**config.mk**
```make
export PLATFORM = sky130hd
export DESIGN_NAME = ksc_ctrl
export DESIGN_NICKNAME = d
export VERILOG_FILES = /design/src/ksc_pkg.sv /design/src/ksc_ctrl.sv
export VERILOG_INCLUDE_DIRS = /design/src /design/src/src
export SDC_FILE = /design/constraint.sdc
export NUM_CORES = 1
export LEC_CHECK = 0
export CAP_MARGIN = 20
export CORE_AREA = 10 10 47 49
export CTS_CLUSTER_DIAMETER = 50
export CTS_CLUSTER_SIZE = 40
export DETAILED_ROUTE_END_ITERATION = 10
export DIE_AREA = 0 0 57 59
export DONT_BUFFER_PORTS = 1
export GPL_TIMING_DRIVEN = 0
export PLACE_DENSITY = 0.38
export SLEW_MARGIN = 5
export SYNTH_ARGS = -nofsm -noshare
export SYNTH_HDL_FRONTEND = slang
export SYNTH_SLANG_ARGS = --single-unit
```
**constraint.sdc**
```tcl
create_clock -name clk -period 1.87 [get_ports clk]
set_input_delay 0.187 -clock clk [delete_from_list [all_inputs] [get_ports clk]]
set_output_delay 0.187 -clock clk [all_outputs]
set_load 0.02 [all_outputs]
```
**src/kmer_spectrum_counter_defines.svh**
```systemverilog
// Assertion macros for the k-mer spectrum counter.
// Included by the modules that carry concurrent checks; needs clk and rst in scope.
`ifndef KMER_SPECTRUM_COUNTER_DEFINES_SVH
`define KMER_SPECTRUM_COUNTER_DEFINES_SVH

`ifndef SYNTH
// Check that is switched off while reset is high
`define KSC_ASSERT(label, prop) \
  label: assert property (@(posedge clk) disable iff (rst) prop) \
    else $error("ksc check failed");
// Check that also holds across reset
`define KSC_ASSERT_RST(label, prop) \
  label: assert property (@(posedge clk) prop) \
    else $error("ksc reset check failed");
`else
`define KSC_ASSERT(label, prop)
`define KSC_ASSERT_RST(label, prop)
`endif

`endif

```
**src/ksc_pkg.sv**
```systemverilog
// Shared constants, types and helper functions of the k-mer spectrum counter.
// No dependencies; imported by the controller, the datapath and the top level.
`timescale 1ns / 1ps

package ksc_pkg;

  // Table geometry
  localparam int MAX_K      = 8;
  localparam int TABLE_BITS = 2 * MAX_K;
  localparam int COUNT_BITS = 32;
  localparam int KLEN_BITS  = 4;

  localparam logic [KLEN_BITS-1:0] KLEN_RESET = KLEN_BITS'(4);

  // Register map (word index)
  localparam logic REG_KMER_LENGTH = 1'b0;

  // Input word modes
  typedef enum logic [1:0] {
    MODE_PUSH  = 2'd0,
    MODE_QUERY = 2'd1,
    MODE_CLEAR = 2'd2
  } mode_t;

  // Controller states
  typedef enum logic [1:0] {
    ST_CLEAR,
    ST_IDLE,
    ST_READ,
    ST_UPDATE
  } state_t;

  // Controller to datapath
  typedef struct packed {
    logic load;      // input word accepted
    logic clear_wr;  // zero one counter of the sweep
    logic mem_rd;    // read counter at the latched code
    logic commit;    // write back for a push and load the output register
  } ctrl_cmd_t;

  // Datapath to controller
  typedef struct packed {
    logic need_mem;  // offered word needs a counter access
    logic is_clear;  // offered word starts a new sequence
    logic clr_last;  // sweep is at its last counter
    logic out_free;  // output register can take a word
  } dp_status_t;

  // k clamped to 1..MAX_K
  function automatic logic [KLEN_BITS-1:0] eff_k(input logic [KLEN_BITS-1:0] klen);
    logic [KLEN_BITS-1:0] k;
    k = klen;
    if (k < KLEN_BITS'(1)) k = KLEN_BITS'(1);
    if (k > KLEN_BITS'(MAX_K)) k = KLEN_BITS'(MAX_K);
    return k;
  endfunction

  // Mask of the low 2k bits of the window
  function automatic logic [TABLE_BITS-1:0] window_mask(input logic [KLEN_BITS-1:0] k);
    logic [TABLE_BITS-1:0] m;
    for (int i = 0; i < TABLE_BITS; i++) begin
      m[i] = (i < 2 * int'(k));
    end
    return m;
  endfunction

endpackage

```
**src/ksc_ctrl.sv**
```systemverilog
// Controller state machine of the k-mer spectrum counter.
// Depends on ksc_pkg; drives commands into ksc_datapath from its status.
`timescale 1ns / 1ps
`include "kmer_spectrum_counter_defines.svh"

module ksc_ctrl import ksc_pkg::*; (
  input  logic       clk,
  input  logic       rst,
  input  logic       in_valid,
  output logic       in_ready,
  input  dp_status_t status,
  output ctrl_cmd_t  cmd
);

  state_t state, state_next;

  // State register; reset starts the clearing sweep
  always_ff @(posedge clk) begin
    if (rst) begin
      state <= ST_CLEAR;
    end else begin
      state <= state_next;
    end
  end

  // Next state and commands
  always_comb begin
    state_next = state;
    cmd        = '0;
    in_ready   = 1'b0;
    case (state)
      ST_CLEAR: begin
        cmd.clear_wr = 1'b1;
        if (status.clr_last) state_next = ST_IDLE;
      end
      ST_IDLE: begin
        in_ready = 1'b1;
        if (in_valid) begin
          cmd.load = 1'b1;
          if (status.is_clear)      state_next = ST_CLEAR;
          else if (status.need_mem) state_next = ST_READ;
        end
      end
      ST_READ: begin
        cmd.mem_rd = 1'b1;
        state_next = ST_UPDATE;
      end
      ST_UPDATE: begin
        // hold the read counter until the output register is free
        if (status.out_free) begin
          cmd.commit = 1'b1;
          state_next = ST_IDLE;
        end
      end
      default: begin
        state_next = ST_IDLE;
      end
    endcase
  end

  // Checks
  `KSC_ASSERT_RST(a_reset_sweeps, rst |=> state == ST_CLEAR)
  `KSC_ASSERT(a_commit_free, cmd.commit |-> status.out_free)
  `KSC_ASSERT(a_read_then_update, state == ST_READ |=> state == ST_UPDATE)
  `KSC_ASSERT(a_clear_word_sweeps,
              (in_valid && in_ready && status.is_clear) |=> state == ST_CLEAR)

endmodule

```
==> impl_metrics.env, run 1 <==
export IMPL_yosysMostFrequentCell="ha_1"
export IMPL_ir_drop_v=0.0004118
export IMPL_die_area_sq_um=3363
export IMPL_fin_crit_sh=0.9642
export IMPL_htree_levels=1
export IMPL_via_count=163
export IMPL_syn_area_sq_um=244.0
export IMPL_yosys_area_top_type="ha_1"
export IMPL_synthTopCellsByCount="ha_1 (5), inv_1 (3), dfxtp_1 (2), nor2_1 (2), nor2b_4 (2)"
export IMPL_powerDensity_nw_per_um2=1090
export IMPL_synth_compound_area_frac=0.1436
export IMPL_endpoint_kind="flip-flop"
export IMPL_synth_seq_cells=2
export IMPL_dr_pass1_iters=1
export IMPL_clock_path_buffers=2
export IMPL_place_gp_congestion=0.6554
export IMPL_tns_ns=0
export IMPL_hold_viol=0
export IMPL_diodes=0
export IMPL_highest_layer="met4"
export IMPL_hold_buffers=0
export IMPL_routed_wl_um=557
export IMPL_synthXorXnorAreaFrac=0
export IMPL_grt_max_degree=5
export IMPL_cts_resized=0
export IMPL_grt_usage=0.03888
export IMPL_synth_area_leaders="ha_1 (26%), dfxtp_1 (16%), a2111oi_4 (11%), nor2b_4 (11%), mux2_4 (6.2%)"
export IMPL_critPathArrivalTime_ns=1.92
export IMPL_largest_reg_flops=2
export IMPL_antenna_found_initial=0
export IMPL_period_needed_ns=1.803
export IMPL_setup_viol=0
export IMPL_p_switching_w=0.0001159
export IMPL_min_path_type="in2reg"
export IMPL_worst_slew_pin_slew_ns=0.3541
export IMPL_grt_pass1_vias=194
export IMPL_combPwrFrac=0.491
export IMPL_post_route_drc_count=0
export IMPL_drive_gt1_frac=0.3333
export IMPL_required_ns=1.98
export IMPL_ys_flop_type="dfxtp_1"
export IMPL_run_status="finished, final reports clean"
export IMPL_path_class="reg2reg"
export IMPL_final_core_util=0.2045
export IMPL_num_rows=14
export IMPL_switching_share=0.3712
export IMPL_synthCells=24
export IMPL_grt_pass1_wl_um=910
export IMPL_path_max_fanout=4
export IMPL_synthMuxAreaShare=0.1026
export IMPL_p_clk_frac=0.311
export IMPL_nets=41
export IMPL_synthArstFlopShare=0
export IMPL_start_kind="flip-flop"
export IMPL_clock_latency_ns=0.23
export IMPL_cts_sinks=2
export IMPL_drtIter0Drc=0
export IMPL_r2r_slack_ns=0.07
export IMPL_m1WireLength_um=243
export IMPL_synth_adder_area_share=0.2564
export IMPL_initial_core_util=0.1741
export IMPL_seq_power_share=0.198
export IMPL_root_buffer="clkbuf_4"
export IMPL_reg_top3="state: 2 flops"
export IMPL_syn_num_nets=36
export IMPL_vias_per_cell=3.791
export IMPL_met3_length_um=134
export IMPL_finClkSkew_ns=0.006210
export IMPL_die_w_um=57
export IMPL_routed_wl_met2_um=174
export IMPL_slew_headroom=0.7640
export IMPL_cts_clk_slew_worst_paths_ns=0.03
export IMPL_cts_buffers=3
export IMPL_slew_viol_final=0
export IMPL_ys_warn_count=0
export IMPL_synth_top_area_frac=0.2564
export IMPL_grt_overflow=0
export IMPL_synth_edf_count=0
export IMPL_maxCapViolCount=0
export IMPL_fmax_ghz=0.5546
export IMPL_synth_cell_types=15
export IMPL_ios=12
export IMPL_avgSynthCellArea_sq_um=10.17
export IMPL_yosys_area_share_simple=0.2718
export IMPL_grt_setup_unrepaired="no"
export IMPL_wire_per_inst_um=12.95
export IMPL_core_area_sq_um=1401
export IMPL_syn_to_final_growth_pct=17.44
export IMPL_die_y_um=59
export IMPL_regMostFlops="state"
export IMPL_p_leak_nw=0.1337
export IMPL_tritoncts="yes"
export IMPL_postCtsSetupBuffers=0
export IMPL_synth_top_family_by_area="simple AND/OR/NAND/NOR gates"
export IMPL_ant_nets=0
export IMPL_yosysSeqAreaShare=0.1641
export IMPL_p_int_w=0.0001964
export IMPL_numPortBuffers=0
placed cells by master (no fill, tap or decap):
cell type  count
ha_1           5
and2_2         1
a2111oi_4      1
nor2b_1        1
nand2_1        1
o211ai_1       1
mux2_4         1
inv_2          1
dfxtp_1        2
nor2_1         2
nor2b_4        2
mux2i_1        1
inv_1          3
clkbuf_4       3
and2_1         1
and2b_1        1
worst max-delay path, stage by stage, from the launching register on:
cell and delay (ns):
dfxtp_1 0.38, inv_1 0.10, ha_1 0.31, nor2b_4 0.17, a2111oi_4 0.40, mux2_4 0.33
cell families after synthesis:
family	count (synthesis)
flops	2
simple gates	9
compound gates	2
fa+ha+maj	5
mux	2
buf+inv	4
area by class of cell:
| cell class | instances | area, sq um |
|---|---|---|
| clock buffers | 3 | 22.52 |
| fillers | 163 | 1115 |
| inverters | 4 | 15.01 |
| multi-input cells | 18 | 188.9 |
| flip-flops and latches | 2 | 40.04 |
| well taps | 16 | 20.02 |
routing by layer:
layer	vias up	GRT usage
met5	-	0
met2	13	0.03876
met3	2	0.06223
li1	82	-
met4	0	0.01007
met1	66	0.03915
per-stage QoR:
stage / setup WS, ns / instance area, sq um / instances / power, W / hold WS [ns]
4_1_cts: 0.05552 / 286.5 / 43 / 0.0003199 / 0.1550
2_1_floorplan: 0.1925 / 244.0 / 24 / 0.0001965 / 0.3683
3_5_place_dp: 0.06022 / 264.0 / 40 / 0.0002181 / 0.3927
5_1_grt: 0.006341 / 286.5 / 43 / 0.0003397 / 0.1794
6_report: 0.06695 / 286.5 / 43 / 0.0003123 / 0.1581
3_3_place_gp: 0.07378 / 264.0 / 40 / 0.0002167 / 0.3841
power by group through the flow:
| stage | combinational [W] | clock (W) | sequential, W |
|---|---|---|---|
| finish | 0.000153 | 0.0000971 | 0.0000617 |
| global route | 0.000164 | 0.000113 | 0.0000625 |
| CTS | 0.000156 | 0.000102 | 0.0000618 |
| detailed placement | 0.000156 | 0 | 0.0000624 |
| global placement | 0.000154 | 0 | 0.0000625 |
| floorplan | 0.000137 | 0 | 0.0000597 |
path summary, 6_finish.rpt:
| path | from | endpoint | depth (start not counted) |
|---|---|---|---|
| worst min-delay path | rst | state[1] | 3 |
| worst min register to register | state[1] | state[1] | 2 |
| worst max register to register | state[0] | state[0] | 5 |
| worst max-delay path | state[0] | state[0] | 5 |
Note: power is estimated with default switching activity, not from simulation.
==> run 2, diff against run 1 <==
Settings changed: RECOVER_POWER set to 100, SETUP_SLACK_MARGIN set to 0.05.
==> run 2 against run 1 <==
Against the previous run: critical path depth unchanged; critical path type unchanged; worst setup slack gained 0.073 ns; sequential cell count did not move; die area unchanged; routed wire length rose by 1.1%; largest cell class unchanged; first-iteration DRC count did not move; non-clock buffer count rose by 1; sequential share of layout area down 0.24 points.
==> impl_metrics.env, run 2 (synthesized netlist as in run 1, its figures left out) <==
export IMPL_grt_setup_unrepaired="no"
export IMPL_place_area_sq_um=264.0
export IMPL_setup_viol=0
export IMPL_syn_to_final_growth_pct=19.49
export IMPL_fmax_ghz=0.5779
export IMPL_htree_levels=1
export IMPL_path_cells="inv_1 -> ha_1 -> nor2b_4 -> a2111oi_4 -> mux2_1"
export IMPL_reg_top3="state: 2 flops"
export IMPL_grt_max_degree=5
export IMPL_layout_cells_most_common="ha_1"
export IMPL_vias_per_cell=3.977
export IMPL_path_max_fanout=4
export IMPL_grt_pass1_wl_um=910
export IMPL_die_w_um=57
export IMPL_finClkSkew_ns=0.005790
export IMPL_tns_ns=0
export IMPL_clock_latency_ns=0.23
export IMPL_post_route_drc_count=0
export IMPL_nets=42
export IMPL_seq_power_share=0.195
export IMPL_clock_path_buffers=2
export IMPL_regMostFlops="state"
export IMPL_combPwrFrac=0.497
export IMPL_wire_per_inst_um=12.80
export IMPL_final_core_util=0.2080
export IMPL_maxCapViolCount=0
export IMPL_cts_buffers=3
export IMPL_path_class="reg2reg"
export IMPL_drive_gt1_frac=0.3214
export IMPL_period_needed_ns=1.730
export IMPL_grt_usage=0.03888
export IMPL_cp_slowest_cell="dfxtp_1"
export IMPL_critPathArrivalTime_ns=1.84
export IMPL_cts_sinks=2
export IMPL_diodes=0
export IMPL_die_y_um=59
export IMPL_powerDensity_nw_per_um2=1080
export IMPL_die_area_sq_um=3363
export IMPL_num_rows=14
export IMPL_via_count=175
export IMPL_grt_overflow=0
export IMPL_grt_pass1_vias=194
export IMPL_core_area_sq_um=1401
export IMPL_most_common_layout_cells="ha_1 (4), inv_1 (3), clkbuf_4 (3)"
export IMPL_cts_clk_slew_worst_paths_ns=0.03
export IMPL_p_int_w=0.0001983
export IMPL_run_status="finished, final reports clean"
export IMPL_max_stage_delay_ns=0.38
export IMPL_r2r_slack_ns=0.14
export IMPL_p_clk_frac=0.308
export IMPL_fin_crit_sh=0.9253
export IMPL_min_path_type="in2reg"
export IMPL_required_ns=1.98
export IMPL_dr_pass1_iters=1
export IMPL_numPortBuffers=0
export IMPL_ant_nets=0
export IMPL_ir_drop_v=0.0003849
export IMPL_p_switching_w=0.0001164
export IMPL_switching_share=0.3699
export IMPL_p_leak_nw=0.1320
export IMPL_routed_wl_um=563
export IMPL_slew_headroom=0.7940
export IMPL_drtIter0Drc=0
export IMPL_hold_viol=0
export IMPL_tritoncts="yes"
export IMPL_antenna_found_initial=0
export IMPL_finalInstanceArea_sq_um=291.5
export IMPL_endpoint_kind="flip-flop"
export IMPL_slew_viol_final=0
export IMPL_start_kind="flip-flop"
export IMPL_worst_slew_pin_slew_ns=0.3089
export IMPL_ios=12
export IMPL_root_buffer="clkbuf_4"
export IMPL_initial_core_util=0.1741
export IMPL_place_gp_congestion=0.6554
export IMPL_largest_reg_flops=2
==> run 2: timing repair <==
item                                    4_1_cts  5_1_grt
hold buffers                                  0        0
endpoints found under the setup margin        0        1
resized for setup                             0        2
setup buffers                                 0        1
==> run 2: critical path, delay by kind of cell, from the launching register on <==
kind | cells | cell delay [ns]
adder cells (fa/ha/maj) | 1 | 0.31
multiplexers | 1 | 0.35
AO/OA/AOI/OAI | 1 | 0.30
flip-flops | 1 | 0.38
buffers and inverters | 1 | 0.10
AND/OR/NAND/NOR | 1 | 0.17
==> run 2: power groups by stage <==
stage	Combinational [W]	Clock (W)	Sequential [W]
after floorplan	0.000137	0	0.0000597
after global placement	0.000154	0	0.0000625
after detailed placement	0.000156	0	0.0000624
after CTS	0.000156	0.000102	0.0000618
after global routing	0.000168	0.000113	0.0000621
final	0.000156	0.0000969	0.0000614
==> run 2: worst paths after layout <==
path                 start       end  cells after the start
setup / recovery  state[0]  state[0]                      5
hold / removal         rst  state[1]                      3
setup reg to reg  state[0]  state[0]                      5
hold reg to reg   state[1]  state[1]                      2
==> run 2: layer usage <==
metal  share of wire  track usage  vias to the layer above  routed length (um)
met5               0            0                        -                   0
li1                -            -                       84                   -
met3            0.26      0.06223                        2                 147
met4           0.011      0.01007                        0                   6
met1            0.40      0.03915                       74                 225
met2            0.33      0.03876                       15                 184
==> run 2: final cells by class <==
cell class	count	area (sq um)
repair buffers	1	7.507
fillers	162	1110
inverters	4	15.01
clock buffers	3	22.52
multi-input cells	18	186.4
flip-flops and latches	2	40.04
well taps	16	20.02
==> run 2: through the flow <==
stage          worst slack, ns  power (W)  hold slack, ns  instances
3_5_place_dp           0.06022  0.0002181          0.3927         40
3_3_place_gp           0.07378  0.0002167          0.3841         40
4_1_cts                0.05552  0.0003199          0.1550         43
2_1_floorplan           0.1925  0.0001965          0.3683         24
6_report                0.1396  0.0003148          0.1592         44
5_1_grt                0.07160  0.0003436          0.1794         44
